[config.mk]
export PLATFORM = sky130hd
export DESIGN_NAME = fraction_reducer_64
export DESIGN_NICKNAME = d
export VERILOG_FILES = /design/src/rtl/core/frr_pkg.sv /design/src/rtl/core/frr_divider.sv /design/src/rtl/core/fraction_reducer_64.sv
export SDC_FILE = /design/constraint.sdc
export NUM_CORES = 1
export LEC_CHECK = 0
export BUFFER_PORTS_ARGS = -buffer_cell sky130_fd_sc_hd__buf_2
export CAP_MARGIN = 10
export CELL_PAD_IN_SITES_DETAIL_PLACEMENT = 1
export CELL_PAD_IN_SITES_GLOBAL_PLACEMENT = 1
export CORE_AREA = 5 5 292 294
export DETAILED_ROUTE_END_ITERATION = 10
export DIE_AREA = 0 0 297 299
export HOLD_SLACK_MARGIN = 0.05
export PLACE_DENSITY_LB_ADDON = 0.1
export SLEW_MARGIN = 20
export SYNTH_ARGS = -nofsm -noshare
export SYNTH_HDL_FRONTEND = slang
export SYNTH_SLANG_ARGS = --single-unit
export TNS_END_PERCENT = 5
[constraint.sdc]
create_clock -name clk -period 21.4 [get_ports clk]
set_input_delay 3.21 -clock clk [delete_from_list [all_inputs] [get_ports clk]]
set_output_delay 3.21 -clock clk [all_outputs]
set_load 0.03 [all_outputs]
[src/rtl/core/frr_pkg.sv]
// ----------------------------------------------------------------------------
// frr_pkg
// shared widths and sequencer state codes for the fraction reducer
// ----------------------------------------------------------------------------
package frr_pkg;

    // magnitude width of numerator and denominator
    localparam int MAG_WIDTH = 64;

    // divider step counter width, counts MAG_WIDTH-1 down to 0
    localparam int CNT_W = (MAG_WIDTH > 1) ? $clog2(MAG_WIDTH) : 1;

    typedef logic [MAG_WIDTH-1:0] mag_t;

    // sequencer states, one-hot
    typedef enum logic [5:0] {
        S_IDLE      = 6'b000001,
        S_GCD_CHECK = 6'b000010,
        S_GCD_DIV   = 6'b000100,
        S_DIV_NUM   = 6'b001000,
        S_DIV_DEN   = 6'b010000,
        S_RESULT    = 6'b100000
    } seq_state_t;

endpackage

[src/rtl/core/frr_divider.sv]
// ----------------------------------------------------------------------------
// frr_divider
// restoring radix-2 divider, one quotient bit per cycle
// ----------------------------------------------------------------------------
module frr_divider
    import frr_pkg::*;
(
    input  logic clk,
    input  logic rst_n,
    input  logic start,
    input  mag_t dividend,
    input  mag_t divisor,
    output logic done,
    output mag_t quotient,
    output mag_t remainder
);

    logic             active_reg, active_next;
    logic             done_reg, done_next;
    logic [CNT_W-1:0] cnt_reg, cnt_next;
    mag_t             rem_reg, rem_next;
    mag_t             quo_reg, quo_next;
    mag_t             div_reg, div_next;

    logic [MAG_WIDTH:0] shifted;
    logic [MAG_WIDTH:0] div_ext;
    logic [MAG_WIDTH:0] diff;
    logic               ge;

    // trial subtract of the shifted partial remainder
    always_comb
    begin
        shifted = {rem_reg, quo_reg[MAG_WIDTH-1]};
        div_ext = {1'b0, div_reg};
        ge      = (shifted >= div_ext);
        diff    = shifted - div_ext;
    end

    always_comb
    begin
        active_next = active_reg;
        done_next   = 1'b0;
        cnt_next    = cnt_reg;
        rem_next    = rem_reg;
        quo_next    = quo_reg;
        div_next    = div_reg;
        if (start)
        begin
            active_next = 1'b1;
            cnt_next    = CNT_W'(MAG_WIDTH - 1);
            rem_next    = '0;
            quo_next    = dividend;
            div_next    = divisor;
        end
        else if (active_reg)
        begin
            rem_next = ge ? diff[MAG_WIDTH-1:0] : shifted[MAG_WIDTH-1:0];
            quo_next = {quo_reg[MAG_WIDTH-2:0], ge};
            cnt_next = cnt_reg - CNT_W'(1);
            if (cnt_reg == '0)
            begin
                active_next = 1'b0;
                done_next   = 1'b1;
            end
        end
    end

    always_ff @(posedge clk or negedge rst_n)
    begin
        if (!rst_n)
        begin
            active_reg <= 1'b0;
            done_reg   <= 1'b0;
            cnt_reg    <= '0;
        end
        else
        begin
            active_reg <= active_next;
            done_reg   <= done_next;
            cnt_reg    <= cnt_next;
        end
    end

    always_ff @(posedge clk)
    begin
        rem_reg <= rem_next;
        quo_reg <= quo_next;
        div_reg <= div_next;
    end

    assign done      = done_reg;
    assign quotient  = quo_reg;
    assign remainder = rem_reg;

endmodule

[src/rtl/core/fraction_reducer_64.sv]
// ----------------------------------------------------------------------------
// fraction_reducer_64
// reduces one signed fraction to lowest terms with euclid's remainder loop
// ----------------------------------------------------------------------------
//
// channel   direction  handshake              payload
// -------   ---------  ---------------------  --------------------------------
// command   in         start & !busy          num_magnitude, num_negative,
//                                             den_magnitude, den_negative
// result    out        done (one-cycle pulse) reduced_num, reduced_den,
//                                             result_negative
//
// one transfer in gives exactly one transfer out; busy stays high meanwhile
// sequence: euclid remainder steps on the shared bit-serial divider, up to about
//   93 steps at 64 bits, then numerator and denominator are each divided by
//   the gcd when the gcd is above 1
// reset: asynchronous active-low rst_n returns the sequencer to idle
// stalls: none on the result side, done is never held off by the receiver
//
module fraction_reducer_64
    import frr_pkg::*;
(
    input  logic clk,
    input  logic rst_n,
    input  logic start,
    output logic busy,
    input  mag_t num_magnitude,
    input  logic num_negative,
    input  mag_t den_magnitude,
    input  logic den_negative,
    output logic done,
    output mag_t reduced_num,
    output mag_t reduced_den,
    output logic result_negative
);

    seq_state_t state_reg, state_next;

    // working registers: euclid pair (x, y) and the fraction itself
    mag_t x_reg, x_next;
    mag_t y_reg, y_next;
    mag_t n_reg, n_next;
    mag_t d_reg, d_next;
    logic neg_reg, neg_next;

    // shared divider request
    logic div_start;
    mag_t div_dividend;
    mag_t div_divisor;
    logic div_done;
    mag_t div_quo;
    mag_t div_rem;

    logic accept;

    assign accept = start && (state_reg == S_IDLE);

    frr_divider u_div (
        .clk       (clk),
        .rst_n     (rst_n),
        .start     (div_start),
        .dividend  (div_dividend),
        .divisor   (div_divisor),
        .done      (div_done),
        .quotient  (div_quo),
        .remainder (div_rem)
    );

    always_comb
    begin
        state_next   = state_reg;
        x_next       = x_reg;
        y_next       = y_reg;
        n_next       = n_reg;
        d_next       = d_reg;
        neg_next     = neg_reg;
        div_start    = 1'b0;
        div_dividend = x_reg;
        div_divisor  = y_reg;
        case (state_reg)
            S_IDLE:
            begin
                if (accept)
                begin
                    n_next     = num_magnitude;
                    d_next     = den_magnitude;
                    x_next     = num_magnitude;
                    y_next     = den_magnitude;
                    neg_next   = num_negative ^ den_negative;
                    state_next = S_GCD_CHECK;
                end
            end
            S_GCD_CHECK:
            begin
                if (y_reg == '0)
                begin
                    // x now holds the gcd
                    if (x_reg > MAG_WIDTH'(1))
                    begin
                        div_start    = 1'b1;
                        div_dividend = n_reg;
                        div_divisor  = x_reg;
                        state_next   = S_DIV_NUM;
                    end
                    else
                    begin
                        state_next = S_RESULT;
                    end
                end
                else
                begin
                    // next remainder step x mod y
                    div_start  = 1'b1;
                    state_next = S_GCD_DIV;
                end
            end
            S_GCD_DIV:
            begin
                if (div_done)
                begin
                    x_next     = y_reg;
                    y_next     = div_rem;
                    state_next = S_GCD_CHECK;
                end
            end
            S_DIV_NUM:
            begin
                if (div_done)
                begin
                    n_next       = div_quo;
                    div_start    = 1'b1;
                    div_dividend = d_reg;
                    div_divisor  = x_reg;
                    state_next   = S_DIV_DEN;
                end
            end
            S_DIV_DEN:
            begin
                if (div_done)
                begin
                    d_next     = div_quo;
                    state_next = S_RESULT;
                end
            end
            S_RESULT:
            begin
                state_next = S_IDLE;
            end
            default:
            begin
                state_next = S_IDLE;
            end
        endcase
    end

    always_ff @(posedge clk or negedge rst_n)
    begin
        if (!rst_n)
        begin
            state_reg <= S_IDLE;
        end
        else
        begin
            state_reg <= state_next;
        end
    end

    always_ff @(posedge clk)
    begin
        x_reg   <= x_next;
        y_reg   <= y_next;
        n_reg   <= n_next;
        d_reg   <= d_next;
        neg_reg <= neg_next;
    end

    // result transfer is shown for the single cycle spent in the result state
    assign busy            = (state_reg != S_IDLE);
    assign done            = (state_reg == S_RESULT);
    assign reduced_num     = n_reg;
    assign reduced_den     = d_reg;
    assign result_negative = neg_reg;

`ifndef SYNTHESIS
    // an accepted command keeps the block busy on the next cycle
    a_accept_busy: assert property (@(posedge clk) disable iff (!rst_n)
        (start && !busy) |=> busy)
        else $error("accepted command did not raise busy");

    // a result transfer returns the block to idle
    a_done_idle: assert property (@(posedge clk) disable iff (!rst_n)
        done |=> (!busy && !done))
        else $error("block stayed busy after result");

    // a zero denominator only survives as 0/0 or 1/0
    a_zero_den: assert property (@(posedge clk) disable iff (!rst_n)
        (done && (reduced_den == '0)) |-> (reduced_num <= MAG_WIDTH'(1)))
        else $error("zero denominator left unreduced");

    // a zero numerator only survives as 0/0 or 0/1
    a_zero_num: assert property (@(posedge clk) disable iff (!rst_n)
        (done && (reduced_num == '0)) |-> (reduced_den <= MAG_WIDTH'(1)))
        else $error("zero numerator left unreduced");
`endif

endmodule
# == Yosys cells after proc, flatten, opt, wreduce, memory -nomap -nowiden ==
# Index checks and enable logic that the tools add are counted.
# classes
shift,0
mux,39
magnitude_cmp,2
n_addsub,2
bitwise_logic,1
n_eq_ne,11
reduce_logical,12
mul,0
div_mod_pow,0
# op_table
cell,count
$mux W64,14
$pmux W64 S2,6
$ge A65 B64 Y1,1
$gt A64 B1 Y1 const B,1
$logic_not A64 Y1,1
$sub A64 B64 Y64,1
$mux W6,8
$pmux W6 S5,1
$mux W1,9
$reduce_and A3 Y1,3
$reduce_bool A2 Y1,4
$eq A6 B1 Y1 const B,1
$eq A6 B2 Y1 const B,1
$eq A6 B3 Y1 const B,1
$eq A6 B4 Y1 const B,1
$eq A6 B5 Y1 const B,1
$eq A6 B6 Y1 const B,1
$logic_not A6 Y1,1
$ne A2 B1 Y1 const B,3
$ne A6 B1 Y1 const B,1
$sub A6 B1 Y6 const B,1
$reduce_and A4 Y1,1
$ne A2 B2 Y1 const B,1
$pmux W1 S2,1
other kinds (3),3
# word_totals
ramBits,0
elab_cells,79
ff_bits,463
memories,0
latch_bits,0
romBits,0

# == Longest topological paths before layout ==
# Gate-level depths: netlist (run 1).
# depth
ltp_word,5
ltp_mapped,15

# == By module ==
# From an unflattened synthesis (run 1), not the netlist that was laid out.
# hier_totals
cells_unflattened,2352
hier_area_um2,26764.4
# by_module_without_submodules
module,n_inst,area_per_inst_um2,cells_each
fraction_reducer_64,1,14465.1,1076
frr_divider,1,12299.3,1276

# == Least setup slack after synthesis (run 1) ==
# Ideal clock, no wire load.
# synth_timing
path_kind,input -> register
start,input port start
end,register x_reg[0] (enable)
path_buffers,0
cell_stages,2
slack_ns,8.601
setup_ns,0.772
arrival_time_ns,12.028
t_required_ns,20.628
cell_sequence,nor2_1 -> nor3_1
# synth_between
elab_chain_cells,3
# synth_rtl
item,line_no,text
"start, declared",fraction_reducer_64.sv:25,"input logic start,"
$logic_and A1 B1 Y1,fraction_reducer_64.sv:56,assign accept = start && (state_reg == S_IDLE);
$ne A2 B2 Y1 (no line),-,
$reduce_and A3 Y1 (no line),-,
"end signal, assigned",fraction_reducer_64.sv:170,x_reg <= x_next;
"end, declared",fraction_reducer_64.sv:40,"mag_t x_reg, x_next;"
# Every way passes these cells.
# A chain may end at the register's enable or synchronous reset.

# == Worst setup path after layout (run 1) ==
# layout_timing
start,register y_reg[19]
end,"register u_div.quo_reg[10], in the netlist u_div.quotient[10] (enable)"
# layout_between
elab_chain_cells,4
# layout_rtl
item,line_no,text
"start, declared",fraction_reducer_64.sv:41,"mag_t y_reg, y_next;"
"start signal, assigned",fraction_reducer_64.sv:171,y_reg <= y_next;
$logic_not A64 Y1,fraction_reducer_64.sv:95,if (y_reg == '0)
$mux W1,fraction_reducer_64.sv:95,
$pmux W1 S2,fraction_reducer_64.sv:80,case (state_reg)
$reduce_bool A2 Y1 (no line),-,
"end signal, assigned",frr_divider.sv:87,quo_reg <= quo_next;
"end, declared",frr_divider.sv:22,"mag_t quo_reg, quo_next;"
# Every way passes these cells.

==> qor.csv, run 1 <==
stage,metric,value,unit
die,total I/O pin count,264,
setup_path,endpoint kind of the worst setup timing path,register,
power,total power divided by cell area,172,nW/um^2
worst_hold_path,worst min-delay path class,reg -> reg,
clock_tree,number of clock sinks,463,
clock_tree,cell at the root of the clock tree,sky130_fd_sc_hd__clkbuf_16,
synthesis,net count after synthesis,2404,
clock_tree,Post-CTS Repair Setup Buffers,0,
run_status,outcome,finished clean,
clock_tree,clock transition at the registers of the reported paths,0.06,ns
die,Die W,297,um
detailed_routing,total number of vias,18716,
synthesis,count of mapped cells out of synthesis,2204,
placement,HPWL reported at the end of detailed placement,62.2,mm
sta,setup repair after global routing missed its margin,no,
setup_path,CP Data Arrival Time,6.16,ns
sta,total count of max-transition violations in the final report,0,
global_routing,maximum number of pins on one net before global-route repair,129,
detailed_routing,detail-routed net length per standard cell,24.6,um
synthesis,post-synth cell types,78,
clock_tree,Max Root-Sink Buffers,3,
global_routing,first-pass GRT wire length,131,mm
sta,Finish-stage setup viols,0,
sta,setup tns final,0,ns
detailed_routing,DR DRC count,0,
setup_path,largest fanout on the critical path,89,
job,maximum capacitance violations,0,
placement,Inst Count DP,3430,
sta,Tightest Pin Transition,1.14,ns
sta,headroom to the max-slew limit,0.236,
synthesis,Main synth FF type,sky130_fd_sc_hd__edfxtp_1,
detailed_routing,final antenna-violating net count,0,
global_routing,vias in the first global route,19860,
die,initial core utilization,0.297,
sta,Final Hold Fails,0,
clock_tree,CTS tree,done,
layout,Final Net Count,2610,
placement,gpl congestion,0.834,
detailed_routing,per-cell via count in the routed design,5.29,
layout,final cell count without fillers,3539,
synthesis,fraction of post-synthesis cell area in the top cell type by area,0.471,
synthesis,register bit total from synthesis,463,
global_routing,GRT overflow,0,
layout,total inserted antenna cells,0,
synthesis,ranking of synthesized cells by area,"sky130_fd_sc_hd__edfxtp_1 47%, sky130_fd_sc_hd__mux2_2 12%, sky130_fd_sc_hd__dfxtp_1 5.2%",
setup_path,WS Path Type,reg -> reg,
clock_tree,CTS H-tree lvls,2,
layout,most used cells in the layout excluding fill and tap cells,"385 x sky130_fd_sc_hd__edfxtp_1, 263 x sky130_fd_sc_hd__buf_2, 252 x sky130_fd_sc_hd__mux2_2",
power,"IR drop worst, VDD",0.000142,V
detailed_routing,number of DRC markers after the initial detailed-route iteration,1440,
die,Die Footprint,88800,um^2
layout,most common library cell in the layout ignoring fill and taps,sky130_fd_sc_hd__edfxtp_1,
power,Leak Pwr,10.8,nW
clock_tree,post-cts resize count,0,
synthesis,Post-Syn Area,24500,um^2
synthesis,count of flip-flops with a built-in enable after synthesis,385,
sta,worst-case clock skew,0.0230,ns
synthesis,warnings from Yosys,0,
sta,portion of the clock cycle consumed by the worst path in the final layout,0.277,
global_routing,overall track demand over capacity in global routing,0.189,
global_routing,initial antenna violation count,4,
setup_path,type of element launching the critical path,register,
layout,share of cells above drive strength 1,0.261,
clock_tree,number of buffers created by CTS,57,
detailed_routing,Total Wirelength,87.2,mm
clock_tree,worst-skew pair later-pin latency,0.62,ns
synthesis,cell accounting for the most synthesized area,sky130_fd_sc_hd__edfxtp_1,
placement,number of buffers added on ports,263,
layout,signed area change from the synthesized netlist to the final layout,17.3,%
synthesis,"FFs w/ async S/R, synth",0.0302,
die,number of rows in the core area,106,
die,vertical extent of the die,299,um
synthesis,fraction of the yosys area taken by sequential cells,0.538,
detailed_routing,number of iterations in the first detailed-routing pass,7,
sta,achievable frequency,168,MHz
synthesis,average size of a mapped cell,11.1,um^2
die,Core Region,82600,um^2
sta,min cycle time layout,5.94,ns
setup_path,endpoint required time on the critical path,21.62,ns
clock_tree,cts hold-fix bufs,0,
==> final cells by class <==
cell class              count  area [um^2]
flip-flops and latches    463        13200
fillers                  9036        53900
clock buffers              90         1630
multi-input cells        1509        10500
clock inverters            18          218
well taps                1080         1350
repair buffers            287         1530
inverters                  92          350
==> critical path, cell delays in order, from the launching register on <==
cell                       delay [ns]
sky130_fd_sc_hd__edfxtp_1        0.44
sky130_fd_sc_hd__nor4_2          0.84
sky130_fd_sc_hd__nand4_1         0.46
sky130_fd_sc_hd__nor4_2          0.55
sky130_fd_sc_hd__a21oi_1         0.19
sky130_fd_sc_hd__nor2_4          0.11
sky130_fd_sc_hd__buf_4           0.59
sky130_fd_sc_hd__inv_6           0.45
sky130_fd_sc_hd__nor2_1          1.01
sky130_fd_sc_hd__inv_2           0.26
sky130_fd_sc_hd__buf_4           0.50
==> kinds of logic (layout without fill, tap and decap cells) <==
kind of cell / Yosys count / count (layout) / share of synthesized area
xor gates and xnor gates: 64 / 64 / 0.0229
muxes: 266 / 266 / 0.121
and+or+nand+nor: 527 / 527 / 0.0981
adders and majority gates: 67 / 67 / 0.0345
buffers and inverters: 232 / 487 / 0.0375
AOI/OAI and AO/OA: 585 / 585 / 0.148
DFF: 463 / 463 / 0.538
==> through the flow <==
step	instance area [um^2]	worst slack, ns	util	total power, mW	hold slack, ns
floorplan	24500	8.60	-	3.30	0.488
global placement	26900	15.42	0.325	3.97	0.511
detailed placement	26900	15.36	0.325	4.00	0.536
CTS	28700	15.35	0.348	5.01	0.544
global route	28800	15.27	0.348	5.30	0.596
finish	28800	15.46	0.348	4.94	0.533
==> cell usage after synthesis, types with 6 or more instances <==
library cell	count
sky130_fd_sc_hd__inv_1	91
sky130_fd_sc_hd__and2_1	6
sky130_fd_sc_hd__mux2i_1	14
sky130_fd_sc_hd__a211oi_1	7
sky130_fd_sc_hd__clkbuf_1	113
sky130_fd_sc_hd__o21a_1	10
sky130_fd_sc_hd__o211ai_1	7
sky130_fd_sc_hd__ha_1	66
sky130_fd_sc_hd__nand3_1	15
sky130_fd_sc_hd__a22oi_1	6
sky130_fd_sc_hd__a31oi_1	8
sky130_fd_sc_hd__nor2_1	156
sky130_fd_sc_hd__buf_2	16
sky130_fd_sc_hd__a21o_1	16
sky130_fd_sc_hd__a21oi_1	223
sky130_fd_sc_hd__nand2_1	210
sky130_fd_sc_hd__xnor2_1	34
sky130_fd_sc_hd__o21bai_1	17
sky130_fd_sc_hd__and3_1	17
sky130_fd_sc_hd__nor3_1	14
sky130_fd_sc_hd__edfxtp_1	385
sky130_fd_sc_hd__nor4_1	39
sky130_fd_sc_hd__xor2_1	30
sky130_fd_sc_hd__o22ai_1	6
sky130_fd_sc_hd__a222oi_1	64
sky130_fd_sc_hd__nand4_1	31
sky130_fd_sc_hd__dfrtp_1	13
sky130_fd_sc_hd__dfxtp_1	64
sky130_fd_sc_hd__o21ai_0	173
sky130_fd_sc_hd__mux2_2	252
==> final timing paths <==
check,end,cells after the start,start,slack (ns)
max,u_div.quotient[10],10,y_reg[19],15.46
min,u_div.remainder[42],2,u_div.remainder[42],0.53
max reg2reg,u_div.quotient[10],10,y_reg[19],15.46
min reg2reg,u_div.remainder[42],2,u_div.remainder[42],0.53
max in group asynchronous,u_div.active_reg,1,rst_n,18.53
min in group asynchronous,state_reg[1],1,rst_n,2.53
==> routing by layer <==
layer | vias to the layer above | wire (um) | track usage
li1 | 8729 | - | -
met1 | 9461 | 41700 | 0.270
met2 | 422 | 39900 | 0.307
met3 | 98 | 3960 | 0.0296
met4 | 6 | 1600 | 0.0389
met5 | - | 34 | 0
==> report_power, final <==
group          switching, mW  leakage (nW)  internal (mW)
clock                  0.391         0.884          0.581
sequential             0.340          4.36           1.50
combinational           1.38          5.57          0.754
total                   2.11          10.8           2.83
No activity file was read; power rests on OpenSTA's default activity.
==> run 2: changes to the inputs <==
--- a/config.mk
+++ b/config.mk
@@ -5,13 +5,14 @@
 export SDC_FILE = /design/constraint.sdc
 export NUM_CORES = 1
 export LEC_CHECK = 0
+export ABC_AREA = 1
 export BUFFER_PORTS_ARGS = -buffer_cell sky130_fd_sc_hd__buf_2
 export CAP_MARGIN = 10
 export CELL_PAD_IN_SITES_DETAIL_PLACEMENT = 1
 export CELL_PAD_IN_SITES_GLOBAL_PLACEMENT = 1
-export CORE_AREA = 5 5 292 294
+export CORE_AREA = 5 5 313 315
 export DETAILED_ROUTE_END_ITERATION = 10
-export DIE_AREA = 0 0 297 299
+export DIE_AREA = 0 0 318 320
 export HOLD_SLACK_MARGIN = 0.05
 export PLACE_DENSITY_LB_ADDON = 0.1
 export SLEW_MARGIN = 20
==> constraint.sdc (replaced) <==
create_clock -name clk -period 5.2 [get_ports clk]
set_input_delay 0.78 -clock clk [delete_from_list [all_inputs] [get_ports clk]]
set_output_delay 0.78 -clock clk [all_outputs]
set_load 0.03 [all_outputs]
==> qor.csv, run 2 <==
stage,metric,value,unit
die,vertical extent of the die,320,um
placement,gpl congestion,0.882,
setup_path,endpoint kind of the worst setup timing path,register,
sta,min cycle time layout,3.79,ns
detailed_routing,number of iterations in the first detailed-routing pass,5,
power,net switching power,8.04,mW
power,Leak Pwr,15.9,nW
power,part of the total power dissipated in sequential elements,0.382,
setup_path,slowest CP cell,sky130_fd_sc_hd__nor2_4,
clock_tree,number of buffers created by CTS,56,
synthesis,post-synth cell types,40,
synthesis,net count after synthesis,4076,
layout,most used cells in the layout excluding fill and tap cells,"1246 x sky130_fd_sc_hd__nand2_1, 683 x sky130_fd_sc_hd__inv_1, 385 x sky130_fd_sc_hd__edfxtp_1",
power,portion of total power attributed to the clock network,0.225,
synthesis,fraction of the yosys area taken by sequential cells,0.468,
detailed_routing,per-cell via count in the routed design,4.83,
clock_tree,Post-CTS Repair Setup Buffers,0,
synthesis,register bit total from synthesis,463,
synthesis,average size of a mapped cell,7.28,um^2
clock_tree,clock transition at the registers of the reported paths,0.06,ns
global_routing,initial antenna violation count,12,
synthesis,warnings from Yosys,0,
synthesis,Main synth FF type,sky130_fd_sc_hd__edfxtp_1,
clock_tree,CTS tree,done,
die,number of rows in the core area,113,
detailed_routing,total number of vias,26040,
sta,portion of the clock cycle consumed by the worst path in the final layout,0.729,
synthesis,ranking of synthesized cells by area,"sky130_fd_sc_hd__edfxtp_1 41%, sky130_fd_sc_hd__nand2_1 17%, sky130_fd_sc_hd__inv_1 9.1%",
die,Core Region,94600,um^2
job,maximum capacitance violations,0,
power,combinational fraction of design power,0.393,
die,total I/O pin count,264,
worst_hold_path,worst min-delay path class,in -> reg,
power,cell-internal power,10.4,mW
synthesis,"FFs w/ async S/R, synth",0.0302,
layout,most common library cell in the layout ignoring fill and taps,sky130_fd_sc_hd__nand2_1,
die,Die W,318,um
synthesis,Post-Syn Area,28200,um^2
setup_path,type of element launching the critical path,register,
power,"IR drop worst, VDD",0.000348,V
synthesis,most frequent cells after synthesis,"1248 x sky130_fd_sc_hd__nand2_1, 684 x sky130_fd_sc_hd__inv_1, 385 x sky130_fd_sc_hd__edfxtp_1",
sta,headroom to the max-slew limit,0.250,
synthesis,fraction of post-synthesis cell area in the top cell type by area,0.410,
power,net switching share of the total power,0.436,
power,total power divided by cell area,565,nW/um^2
setup_path,largest fanout on the critical path,51,
die,initial core utilization,0.298,
sta,Final Hold Fails,0,
setup_path,CP Data Arrival Time,4.35,ns
synthesis,most frequent cell after synthesis,sky130_fd_sc_hd__nand2_1,
setup_path,worst path cell trace,nor2_1 > nand2_1 > nor2_1 > nand2_1 > nor3_1 > nand2_1 > o21ai_1 > nand2_8 > nor2_4 > buf_4 > nand3_1 > nand2_1,
setup_path,WS Path Type,reg -> reg,
detailed_routing,detail-routed net length per standard cell,21.9,um
die,Die Footprint,102000,um^2
sta,total count of max-transition violations in the final report,0,
detailed_routing,DR DRC count,0,
sta,worst-case clock skew,0.0161,ns
placement,HPWL reported at the end of detailed placement,90.5,mm
global_routing,overall track demand over capacity in global routing,0.224,
sta,Finish-stage setup viols,0,
setup_path,delay contributed by the slowest stage of the critical path,0.61,ns
clock_tree,worst-skew pair later-pin latency,0.63,ns
layout,share of cells above drive strength 1,0.104,
setup_path,most frequent cell on the critical path,sky130_fd_sc_hd__nand2_1,
global_routing,GRT overflow,0,
clock_tree,post-cts resize count,0,
detailed_routing,final antenna-violating net count,0,
clock_tree,cell at the root of the clock tree,sky130_fd_sc_hd__clkbuf_16,
global_routing,maximum number of pins on one net before global-route repair,119,
sta,setup tns final,0,ns
layout,final non-filler cell area,32600,um^2
synthesis,cell accounting for the most synthesized area,sky130_fd_sc_hd__edfxtp_1,
layout,area of combinational cells with multiple inputs,11800,um^2
placement,number of buffers added on ports,263,
sta,achievable frequency,264,MHz
clock_tree,CTS H-tree lvls,2,
clock_tree,number of clock sinks,463,
sta,setup repair after global routing missed its margin,no,
synthesis,count of mapped cells out of synthesis,3876,
detailed_routing,Total Wirelength,118,mm
layout,register area,13200,um^2
placement,total placed instance area,30700,um^2
setup_path,endpoint required time on the critical path,5.76,ns
detailed_routing,number of DRC markers after the initial detailed-route iteration,2160,
global_routing,vias in the first global route,26243,
run_status,outcome,finished clean,
synthesis,count of flip-flops with a built-in enable after synthesis,385,
clock_tree,cts hold-fix bufs,1,
clock_tree,Max Root-Sink Buffers,3,
global_routing,first-pass GRT wire length,173,mm
layout,Final Net Count,4275,
layout,signed area change from the synthesized netlist to the final layout,15.7,%
power,total power consumption of the routed design,18.4,mW
sta,Tightest Pin Transition,1.13,ns
layout,fillcell total,11702,
-- run 2: changes by cell type in the layout (fill, tap and decap cells not counted), sizes merged, moves of 17 or more --
cell and change:
o21ai +219, a222oi -64, clkbuf -17, nor4 -38, nand2 +1049, nand3 +302, nor2 +208, a21oi -177
xor2 -26, inv +597, mux2 -252
-- run 2: routing by layer --
metal	global-route usage	routed length, um	vias to the layer above
met3	0.0328	6630	104
met1	0.343	59200	12688
met4	0.0411	2140	0
li1	-	-	12613
met2	0.337	49800	635
met5	0	0	-
-- run 2: area by class of cell --
type	count	area share
sequential	463	0.404
multi-input combinational	2570	0.361
inverter	690	0.0794
timing repair buffer	294	0.0493
tap	1265	0.0485
clock buffer	73	0.0467
clock inverter	29	0.0110
antenna	5	0.000383
-- run 2: critical path: cells and delay by family (launching register included) --
family / cells / cell delay (ns)
AOI/OAI and AO/OA: 1 / 0.39
buffers and inverters: 1 / 0.41
DFF: 1 / 0.42
and+or+nand+nor: 10 / 2.48
-- run 2: worst paths after layout --
check | from | endpoint | slack (ns) | cells past startpoint
worst max-delay path | x_reg[41] | u_div.remainder[17] | 1.41 | 12
worst min-delay path | num_negative | result_negative | 0.45 | 2
worst max register to register | x_reg[41] | u_div.remainder[17] | 1.41 | 12
worst min register to register | u_div.remainder[63] | u_div.remainder[63] | 0.47 | 2
max in group asynchronous | rst_n | state_reg[0] | 4.26 | 2
min in group asynchronous | rst_n | u_div.active_reg | 0.64 | 2
-- run 2: cells by family (layout without fill, tap and decap cells) --
group / Yosys count / count (layout) / synth area share
XOR/XNOR: 34 / 34 / 0.0106
buffers and inverters: 843 / 1086 / 0.119
other: 0 / 5 / 0
AND/OR/NAND/NOR: 2022 / 2022 / 0.293
flip-flops: 463 / 463 / 0.468
adder cells (fa/ha/maj): 67 / 67 / 0.0300
AO/OA/AOI/OAI: 447 / 447 / 0.0797
-- run 2: stage by stage --
| step | instances | hold WS (ns) | utilization | worst slack, ns |
|---|---|---|---|---|
| after floorplan | 3876 | 0.443 | - | 0.160 |
| after global placement | 5280 | 0.460 | 0.325 | 1.40 |
| after detailed placement | 5280 | 0.464 | 0.325 | 1.32 |
| after CTS | 5383 | 0.402 | 0.345 | 1.30 |
| after global routing | 5385 | 0.414 | 0.345 | 1.09 |
| final | 5389 | 0.449 | 0.345 | 1.41 |
-- run 2: power groups by stage --
stage,sequential [mW],clock [mW],combinational (mW)
floorplan,7.42,0,4.05
global placement,7.09,0,7.24
detailed placement,7.09,0,7.29
CTS,7.03,4.25,7.32
global route,7.18,4.40,8.02
finish,7.04,4.15,7.25
